===== config.mk =====
export PLATFORM = sky130hd
export DESIGN_NAME = length_prefixed_record_deframer_unit
export DESIGN_NICKNAME = d
export VERILOG_FILES = /design/src/rtl/lprd_pkg.sv /design/src/rtl/lprd_decode.sv /design/src/rtl/lprd_out_buf.sv /design/src/rtl/length_prefixed_record_deframer_unit.sv
export SDC_FILE = /design/constraint.sdc
export NUM_CORES = 1
export LEC_CHECK = 0
export BUFFER_PORTS_ARGS = -buffer_cell sky130_fd_sc_hd__buf_2
export CAP_MARGIN = 20
export CORE_UTILIZATION = 59
export DETAILED_ROUTE_END_ITERATION = 6
export PLACE_DENSITY_LB_ADDON = 0.2
export SYNTH_ARGS = -nofsm -noshare
export SYNTH_HDL_FRONTEND = slang
export SYNTH_SLANG_ARGS = --single-unit

===== constraint.sdc =====
create_clock -name i_clk -period 3.07 [get_ports i_clk]
set_clock_uncertainty 0.2 [all_clocks]
set_input_delay 0.614 -clock i_clk [delete_from_list [all_inputs] [get_ports i_clk]]
set_output_delay 0.614 -clock i_clk [all_outputs]
set_load 0.02 [all_outputs]

===== src/rtl/lprd_pkg.sv =====
// Shared types and constants for the length-prefixed record deframer.
package lprd_pkg;

    // Header codes with special meaning
    localparam logic [15:0] LEN_END  = 16'hFFFF;
    localparam logic [15:0] LEN_NULL = 16'hFFFE;
    localparam logic [7:0]  NEWLINE  = 8'd10;

    // Result buffer depth: one transaction yields at most two results
    localparam int unsigned MAX_RESULTS = 2;
    localparam int unsigned CNT_W       = $clog2(MAX_RESULTS + 1);

    typedef enum logic [2:0] {
        PH_HDR_HI = 3'd0,
        PH_HDR_LO = 3'd1,
        PH_DATA   = 3'd2,
        PH_PAD    = 3'd3,
        PH_DONE   = 3'd4
    } t_phase;

    typedef struct packed {
        logic [7:0] out_char;
        logic       end_of_record;
        logic       truncated;
        logic       last;
    } t_result;

    // Results produced by one decode step
    typedef struct packed {
        logic [CNT_W-1:0] count;
        t_result          res0;
        t_result          res1;
    } t_decode;

endpackage


===== src/rtl/lprd_decode.sv =====
// Framing state machine: turns one stream byte into zero, one or two results.
module lprd_decode import lprd_pkg::*; (
    input  logic       i_clk,
    input  logic       i_rst_n,
    input  logic       i_step,
    input  logic [7:0] i_data_byte,
    input  logic       i_end_of_stream,
    output t_decode    o_dec
);

    t_phase      r_phase, n_phase;
    logic [7:0]  r_header_high, n_header_high;
    logic [15:0] r_bytes_left, n_bytes_left;
    logic        r_needs_pad, n_needs_pad;

    logic [15:0] w_len;
    logic [15:0] w_left_m1;

    assign w_len     = {r_header_high, i_data_byte};
    assign w_left_m1 = r_bytes_left - 16'd1;

    // Hold framing state; advance only when a transaction is decoded
    always_ff @(posedge i_clk) begin
        if (!i_rst_n) begin
            r_phase       <= PH_HDR_HI;
            r_header_high <= '0;
            r_bytes_left  <= '0;
            r_needs_pad   <= 1'b0;
        end else if (i_step) begin
            r_phase       <= n_phase;
            r_header_high <= n_header_high;
            r_bytes_left  <= n_bytes_left;
            r_needs_pad   <= n_needs_pad;
        end
    end

    // Next state and results for the byte at the input
    always_comb begin
        n_phase       = r_phase;
        n_header_high = r_header_high;
        n_bytes_left  = r_bytes_left;
        n_needs_pad   = r_needs_pad;
        o_dec         = '0;

        case (r_phase)
            PH_HDR_HI: begin
                if (i_end_of_stream) begin
                    n_phase = PH_DONE;
                end else begin
                    n_header_high = i_data_byte;
                    n_phase       = PH_HDR_LO;
                end
            end
            PH_HDR_LO: begin
                if (i_end_of_stream || w_len == LEN_END) begin
                    n_phase = PH_DONE;
                end else if (w_len == LEN_NULL) begin
                    n_phase = PH_HDR_HI;
                end else if (w_len == 16'd0) begin
                    // empty record: newline only
                    o_dec.count = CNT_W'(1);
                    o_dec.res0  = '{out_char: NEWLINE, end_of_record: 1'b1,
                                    truncated: 1'b0, last: 1'b1};
                    n_phase     = PH_HDR_HI;
                end else begin
                    n_bytes_left = w_len;
                    n_needs_pad  = w_len[0];
                    n_phase      = PH_DATA;
                end
            end
            PH_DATA: begin
                if (i_end_of_stream) begin
                    // cut short: truncated newline, then stop
                    o_dec.count = CNT_W'(1);
                    o_dec.res0  = '{out_char: NEWLINE, end_of_record: 1'b1,
                                    truncated: 1'b1, last: 1'b1};
                    n_phase     = PH_DONE;
                end else begin
                    n_bytes_left = w_left_m1;
                    if (w_left_m1 != 16'd0) begin
                        o_dec.count = CNT_W'(1);
                        o_dec.res0  = '{out_char: i_data_byte, end_of_record: 1'b0,
                                        truncated: 1'b0, last: 1'b1};
                    end else begin
                        // final data byte, then the closing newline
                        o_dec.count = CNT_W'(2);
                        o_dec.res0  = '{out_char: i_data_byte, end_of_record: 1'b0,
                                        truncated: 1'b0, last: 1'b0};
                        o_dec.res1  = '{out_char: NEWLINE, end_of_record: 1'b1,
                                        truncated: 1'b0, last: 1'b1};
                        n_phase     = r_needs_pad ? PH_PAD : PH_HDR_HI;
                    end
                end
            end
            PH_PAD: begin
                // drop the pad byte
                n_phase = i_end_of_stream ? PH_DONE : PH_HDR_HI;
            end
            default: begin
                n_phase = PH_DONE;
            end
        endcase
    end

endmodule


===== src/rtl/lprd_out_buf.sv =====
// Two-entry result buffer that presents decoded results one per transaction.
module lprd_out_buf import lprd_pkg::*; (
    input  logic    i_clk,
    input  logic    i_rst_n,
    input  logic    i_push,
    input  t_decode i_dec,
    input  logic    i_out_ready,
    output logic    o_space,
    output logic    o_out_valid,
    output t_result o_res
);

    logic [CNT_W-1:0] r_cnt, n_cnt;
    t_result          r_slot0, n_slot0;
    t_result          r_slot1, n_slot1;
    logic             w_pop;

    assign w_pop       = (r_cnt != '0) && i_out_ready;
    assign o_out_valid = (r_cnt != '0);
    assign o_res       = r_slot0;
    // Buffer is empty after this cycle's pop
    assign o_space     = (r_cnt == '0) || ((r_cnt == CNT_W'(1)) && i_out_ready);

    // Pop the head, shift, then load a new decode into the emptied buffer
    always_comb begin
        n_cnt   = r_cnt - CNT_W'(w_pop);
        n_slot0 = w_pop ? r_slot1 : r_slot0;
        n_slot1 = r_slot1;
        if (i_push) begin
            n_cnt   = i_dec.count;
            n_slot0 = i_dec.res0;
            n_slot1 = i_dec.res1;
        end
    end

    always_ff @(posedge i_clk) begin
        if (!i_rst_n) begin
            r_cnt <= '0;
        end else begin
            r_cnt <= n_cnt;
        end
    end

    always_ff @(posedge i_clk) begin
        r_slot0 <= n_slot0;
        r_slot1 <= n_slot1;
    end

endmodule


===== src/rtl/length_prefixed_record_deframer_unit.sv =====
// Top level of the length-prefixed record deframer.
//
// Input channel (i_in_valid / o_in_ready) carries one stream byte per
// transaction, or an end mark when i_end_of_stream is high. Output channel
// (o_out_valid / i_out_ready) carries one result per transaction: a data
// byte or the end-of-record newline, with its flags; o_last marks the final
// result caused by an input byte.
// An accepted byte is held in an input register, decoded once the result
// buffer has space and written into a two-entry result register, from which
// its first result goes to the output. One byte is taken every cycle
// while each byte gives at most one result and the receiver keeps up; a byte
// that closes a record gives two results, which leave the output one after
// the other. The result buffer sets the rate: it takes a decoded byte only
// when it will be empty at the end of the cycle.
// Reset clears the framing state back to waiting for a header and drops
// any byte or result in flight. When the receiver stalls, results hold in
// the buffer and o_in_ready falls once the input register is occupied.
// After the end code or an end mark the block swallows all input until reset.
module length_prefixed_record_deframer_unit import lprd_pkg::*; (
    input  logic       i_clk,
    input  logic       i_rst_n,
    input  logic       i_in_valid,
    output logic       o_in_ready,
    input  logic [7:0] i_data_byte,
    input  logic       i_end_of_stream,
    output logic       o_out_valid,
    input  logic       i_out_ready,
    output logic [7:0] o_out_char,
    output logic       o_end_of_record,
    output logic       o_truncated,
    output logic       o_last
);

    logic       r_in_valid;
    logic [7:0] r_in_byte;
    logic       r_in_eos;
    logic       w_space;
    logic       w_step;
    t_decode    w_dec;
    t_result    w_res;

    assign w_step     = r_in_valid && w_space;
    assign o_in_ready = !r_in_valid || w_step;

    // Input register: load on accept, release when decoded
    always_ff @(posedge i_clk) begin
        if (!i_rst_n) begin
            r_in_valid <= 1'b0;
        end else if (o_in_ready) begin
            r_in_valid <= i_in_valid;
        end
    end

    always_ff @(posedge i_clk) begin
        if (o_in_ready && i_in_valid) begin
            r_in_byte <= i_data_byte;
            r_in_eos  <= i_end_of_stream;
        end
    end

    lprd_decode u_decode (
        .i_clk           (i_clk),
        .i_rst_n         (i_rst_n),
        .i_step          (w_step),
        .i_data_byte     (r_in_byte),
        .i_end_of_stream (r_in_eos),
        .o_dec           (w_dec)
    );

    lprd_out_buf u_out_buf (
        .i_clk       (i_clk),
        .i_rst_n     (i_rst_n),
        .i_push      (w_step),
        .i_dec       (w_dec),
        .i_out_ready (i_out_ready),
        .o_space     (w_space),
        .o_out_valid (o_out_valid),
        .o_res       (w_res)
    );

    assign o_out_char      = w_res.out_char;
    assign o_end_of_record = w_res.end_of_record;
    assign o_truncated     = w_res.truncated;
    assign o_last          = w_res.last;

endmodule


==> results of run 1 <==
through the flow:
stage / utilization [%] / power (uW)
after global placement: 63.8 / 914
after CTS: 65.8 / 1330
after floorplan: - / 878
final: 65.8 / 1330
after global routing: 65.8 / 1370
after detailed placement: 63.8 / 917
worst max-delay path by stage:
stage,startpoint,slack (ns),end,depth (start not counted)
finish,u_decode.r_bytes_left[0]$_SDFFE_PN0P_,0.40,u_out_buf.o_res[0]$_DFFE_PP_,7
global route,u_decode.r_bytes_left[0]$_SDFFE_PN0P_,0.23,u_out_buf.o_res[0]$_DFFE_PP_,7
CTS,u_decode.r_bytes_left[0]$_SDFFE_PN0P_,0.42,u_out_buf.o_res[0]$_DFFE_PP_,7
detailed placement,i_out_ready,0.38,u_decode.r_header_high[1]$_SDFFE_PN0P_,7
global placement,u_decode.r_bytes_left[0]$_SDFFE_PN0P_,0.44,u_out_buf.o_res[0]$_DFFE_PP_,7
floorplan,u_decode.r_bytes_left[0]$_SDFFE_PN0P_,0.49,u_out_buf.o_res[0]$_DFFE_PP_,9
power breakdown:
group	internal (uW)	leakage [uW]	switching, uW
Clock	167	0.0000452	256
Combinational	52.8	0.000693	83.2
Sequential	741	0.000455	26.7
Total	961	0.00119	366
synth_stat cells, types with 3 or more instances:
library cell  count  area (um2)
edfxtp_1         21         631
a31oi_1           5        31.3
o21a_1            4        30.0
clkbuf_1          6        22.5
buf_6             4        45.0
nand2_1          33         124
mux2i_1          10         100
buf_4             7        52.6
and2_1           12        75.1
o31ai_1           4        30.0
o32ai_1           7        61.3
nor2_1           29         109
dfxtp_1          31         621
or2_2             4        25.0
inv_1             8        30.0
nand3_1           7        35.0
nor4_1            6        37.5
a22oi_1           5        37.5
nand4_1           8        50.1
nand2b_1          4        25.0
nor3_1           10        50.1
o22ai_1           8        50.1
a21oi_1          20         100
ha_1              3        37.5
nor3_4            3        48.8
and3_1            6        37.5
buf_2             4        20.0
o21ai_0           8        40.0
placed cells by master, fill, tap and decap left out, drive strengths merged, types with 3 or more instances in the layout:
master and n:
a21oi 20, a22oi 5, a31oi 5, and2 12
and3 7, and4 3, buf 28, clkbuf 5
dfxtp 31, edfxtp 21, ha 3, inv 10
mux2i 10, nand2 33, nand2b 4, nand3 7
nand4 10, nor2 30, nor3 13, nor4 7
o21a 4, o21ai 8, o22ai 8, o31ai 4
o32ai 7, or2 4
sequential cells by signal, indices dropped and copies added, names as in the netlist:
signal,cells
u_out_buf.r_cnt,2
u_decode.r_needs_pad,1
u_decode.r_bytes_left,16
u_decode.r_header_high,8
u_out_buf.r_slot1,1
r_in_eos,1
u_decode.r_phase,3
u_out_buf.o_res,11
r_in_byte,8
r_in_valid,1
worst register-to-register path, stage by stage (launching register included):
cell and delay [ns]:
dfxtp_1 0.43, inv_1 0.13, ha_1 0.32, or4b_1 0.54, xnor2_1 0.15, o31ai_1 0.27, and3_4 0.28, a31oi_1 0.09
layer usage:
metal  part of all wire (%)  vias up
li1                       -     1209
met1                     44     1202
met2                     46      111
met3                    7.6       14
met4                    2.2        0
met5                      0        -
area by class of cell:
cell class	instances	area share [%]
multi-input combinational	235	48.9
sequential	52	39.8
timing repair buffer	28	4.69
tap	67	2.66
clock buffer	5	2.19
inverter	8	0.954
clock inverter	3	0.795
cells by family after synthesis:
group,after synthesis,synth area share [%]
AND/OR/NAND/NOR,144,29.0
AO/OA/AOI/OAI,75,17.4
flip-flops,52,42.2
buffers and inverters,29,5.75
multiplexers,10,3.38
XOR/XNOR,3,0.887
adder cells (fa/ha/maj),3,1.27
==> impl_metrics.tcl, run 1 <==
set metrics [dict create \
    status "completed" \
    rsz0062_at_grt "false" \
    postCtsHoldBufs 0 \
    grt_pass1_wl_um 11200 \
    clkSinkCount 52 \
    slew_viol_final 0 \
    antenna_found_initial 0 \
    met1_usage_pct 37.1 \
    endpoint_kind "flip-flop" \
    placed_cells 390 \
    vias 2536 \
    ys_warn_count 0 \
    numCtsBuffers 5 \
    period_needed_ns 2.67 \
    cp_slowest_cell "or4b_1" \
    worstMarginPinSlew_ns 0.814 \
    htreeDepth 2 \
    synth_area_um2 2960 \
    hold_depth 1 \
    wl_per_cell_um 17.4 \
    root_buffer "clkbuf_8" \
    grt_usage_pct 28.0 \
    place_area_um2 3050 \
    clk_latency_ns 0.32 \
    overflow 0 \
    start_kind "flip-flop" \
    dr.pass1.iters 5 \
    drive_gt1_share_pct 17.2 \
    start_util_pct 61.9 \
    final_cell_count_no_fill 398 \
    multi_input_area_um2 1540 \
    core_um2 4790 \
    place_ws_ns 0.382 \
    synthToLayoutAreaGrowth_pct 6.25 \
    critical_path_class "flip-flop to flip-flop" \
    r2r_end "u_out_buf.o_res[0]$_DFFE_PP_" \
    fin_area_um2 3150 \
    port_buffers 25 \
    cts_tree "done" \
    antennaDiodeCount 0 \
    drc 0 \
    worst-path-buf-inv 1 \
    synth_edf_count 21 \
    holdPathEnd "r_in_byte[1]$_DFFE_PP_" \
    via_per_inst 6.37 \
    synthFlopType "dfxtp_1" \
    hold_class "input port to flip-flop" \
    ant_nets 0 \
    grt_util_met3_pct 6.49 \
    timing.final.ws_setup_ns 0.398 \
    grt_pass1_vias 2276 \
    cts.repair.resized 0 \
    synthArstFlopShare_pct 0 \
    irDropWorstVdd_uv 346 \
    regArea_um2 1250 \
    critical_path_required_ns 2.92 \
    cts_setup_buffers 0 \
    cts.clk_slew.worst_paths_ns 0.10 \
    cts_buffer_depth 2 \
    drt_iter0_markers 254 \
    worst-r2r-cell-count 7 \
    grt_max_degree 34 \
    postSynthCellCount 316 \
    ioPinCount 26 \
    dieArea_um2 5310 \
    maxCapViolations 0 \
    core.rowCount 25 \
    critPathTopFamily "simple AND/OR/NAND/NOR gates" \
    postSynthAreaPerCell_um2 9.37 \
    synth.distinct_cells 59 \
    r2r_slack_ns 0.40 \
    leakage_uw 0.00119 \
    dp_hpwl_um 4680 \
    tns_ns 0 \
    nNetsFinal 346 \
    path_max_fanout 10 \
    finalCritPeriodShare_pct 87.0 \
    fmax_mhz 374 \
    cpPeakStageDelay_ns 0.54 \
    fillers 416 \
    power_density_nw_per_um2 422 \
    place.gp.congestion 0.901 \
    cp.arrival_ns 2.52 \
    busiest_layer "met2" \
    seq_area_frac_synth_pct 42.2 \
    relSlewSlack_pct 45.7 \
    die_w_um 72.9 \
    synth_fp_nets 332 \
    worstHoldStart "i_data_byte[1]" \
    path_cells "inv_1 -> ha_1 -> or4b_1 -> xnor2_1 -> o31ai_1 -> and3_4 -> a31oi_1" \
    holdWs_ns 0.269 \
    drt_wl_total_um 6910 \
    die_h_um 72.9 \
    hold_viol 0 \
    met2_usage_pct 44.2 \
    r2r-start "u_decode.r_bytes_left[0]$_SDFFE_PN0P_" \
    ys_seq_elements 52 \
    setup_viol 0 \
]
Power figures use the tool's default switching activity.
==> run 2, diff against run 1 <==
--- a/config.mk
+++ b/config.mk
@@ -7,7 +7,9 @@
 export LEC_CHECK = 0
 export BUFFER_PORTS_ARGS = -buffer_cell sky130_fd_sc_hd__buf_2
 export CAP_MARGIN = 20
-export CORE_UTILIZATION = 59
+export CELL_PAD_IN_SITES_DETAIL_PLACEMENT = 1
+export CELL_PAD_IN_SITES_GLOBAL_PLACEMENT = 1
+export CORE_UTILIZATION = 46
 export DETAILED_ROUTE_END_ITERATION = 6
 export PLACE_DENSITY_LB_ADDON = 0.2
 export SYNTH_ARGS = -nofsm -noshare
==> impl_metrics.tcl, run 2 (same netlist as run 1, synthesis figures left out) <==
set metrics [dict create \
    grt_pass1_wl_um 13100 \
    cts_tree "done" \
    status "completed" \
    drive_gt1_share_pct 17.5 \
    worstHoldStart "i_data_byte[2]" \
    regMostFlops "u_decode.r_bytes_left" \
    place.gp.congestion 0.833 \
    r2r_slack_ns 0.35 \
    drt_iter0_markers 155 \
    slew_viol_final 0 \
    hold_class "input port to flip-flop" \
    r2r-start "u_decode.r_bytes_left[0]$_SDFFE_PN0P_" \
    antennaDiodeCount 0 \
    leakage_uw 0.00120 \
    endpoint_kind "flip-flop" \
    fin_area_um2 3170 \
    r2r_end "u_out_buf.o_res[0]$_DFFE_PP_" \
    cts.clk_slew.worst_paths_ns 0.11 \
    drc 0 \
    critical_path_class "flip-flop to flip-flop" \
    worstMarginPinSlew_ns 0.833 \
    cts_buffer_depth 2 \
    dieArea_um2 6760 \
    synthToLayoutAreaGrowth_pct 6.97 \
    maxCapViolations 0 \
    path_max_fanout 10 \
    critical_path_required_ns 2.93 \
    setup_viol 0 \
    cp.arrival_ns 2.58 \
    place_area_um2 3070 \
    largest_reg_flops 16 \
    port_buffers 25 \
    overflow 0 \
    ioPinCount 26 \
    htreeDepth 2 \
    start_kind "flip-flop" \
    crit_start "u_decode.r_bytes_left[0]$_SDFFE_PN0P_" \
    die_h_um 82.2 \
    drt_wl_total_um 8170 \
    power_density_nw_per_um2 427 \
    core_um2 6060 \
    antenna_found_initial 0 \
    cts.repair.resized 0 \
    cts_setup_buffers 0 \
    irDropWorstVdd_uv 272 \
    grt_usage_pct 26.2 \
    start_util_pct 48.9 \
    dp_hpwl_um 5650 \
    utilization_pct 52.3 \
    period_needed_ns 2.72 \
    wl_per_cell_um 20.1 \
    root_buffer "clkbuf_8" \
    nNetsFinal 347 \
    final_cell_mix "nand2_1, dfxtp_1, nor2_1" \
    relSlewSlack_pct 44.4 \
    holdPathEnd "r_in_byte[2]$_DFFE_PP_" \
    hold_viol 0 \
    tns_ns 0 \
    holdWs_ns 0.263 \
    hold_depth 1 \
    clkSinkCount 52 \
    grt_pass1_vias 2477 \
    finalCritPeriodShare_pct 88.6 \
    ant_nets 0 \
    dr.pass1.iters 4 \
    vias 2546 \
    numCtsBuffers 5 \
    worst-r2r-cell-count 7 \
    fmax_mhz 368 \
    die_w_um 82.2 \
    core.rowCount 28 \
    grt_max_degree 34 \
    rsz0062_at_grt "false" \
    layout_commonest_cell "nand2_1" \
    clk_latency_ns 0.32 \
    via_per_inst 6.26 \
    postCtsHoldBufs 0 \
]
run 2: cell types whose count changed in the layout (fill, tap and decap cells not counted), sizes merged:
cell,change
buf,+1
clkinvlp,-1
inv,+1
run 2: area by class of cell:
| cell class | count | area [um2] |
|---|---|---|
| inverter | 8 | 30.0 |
| fill | 724 | 2890 |
| tap | 75 | 93.8 |
| sequential | 52 | 1250 |
| timing repair buffer | 29 | 155 |
| multi-input combinational | 235 | 1540 |
| clock inverter | 3 | 28.8 |
| clock buffer | 5 | 68.8 |
run 2: worst max-delay path: stages, from the launching register on:
cell     delay (ns)
dfxtp_1        0.42
inv_1          0.13
ha_1           0.33
or4b_1         0.56
xnor2_1        0.17
o31ai_1        0.28
and3_4         0.28
a31oi_1        0.09
run 2: report_power, final:
group / switching (uW) / internal [uW] / leakage, uW / total, uW
clock: 269 / 173 / 0.0000511 / 442
sequential: 27.9 / 741 / 0.000455 / 769
combinational: 88.2 / 53.8 / 0.000698 / 142
total: 385 / 968 / 0.00120 / 1350
run 2: per-stage QoR:
stage	worst slack [ns]	std cells	power, uW
floorplan	0.493	316	878
global placement	0.433	399	918
detailed placement	0.318	399	924
CTS	0.364	407	1360
global route	0.218	407	1390
finish	0.351	407	1350
run 2: worst max-delay path by stage:
stage	end	slack [ns]	cells after the start
6_report	u_out_buf.o_res[0]$_DFFE_PP_	0.35	7
5_1_grt	u_out_buf.o_res[0]$_DFFE_PP_	0.22	7
4_1_cts	u_out_buf.o_res[0]$_DFFE_PP_	0.36	7
3_5_place_dp	u_decode.r_header_high[7]$_SDFFE_PN0P_	0.32	7
3_3_place_gp	u_out_buf.o_res[0]$_DFFE_PP_	0.43	7
2_1_floorplan	u_out_buf.o_res[0]$_DFFE_PP_	0.49	9
run 2: layer usage:
metal	wire, um	part of all wire, %	GRT usage [%]	up-vias
met4	165	2.0	9.12	0
met1	3650	45	34.3	1246
met3	435	5.3	4.73	11
met2	3910	48	43.3	83
met5	0	0	0	-
li1	-	-	-	1206
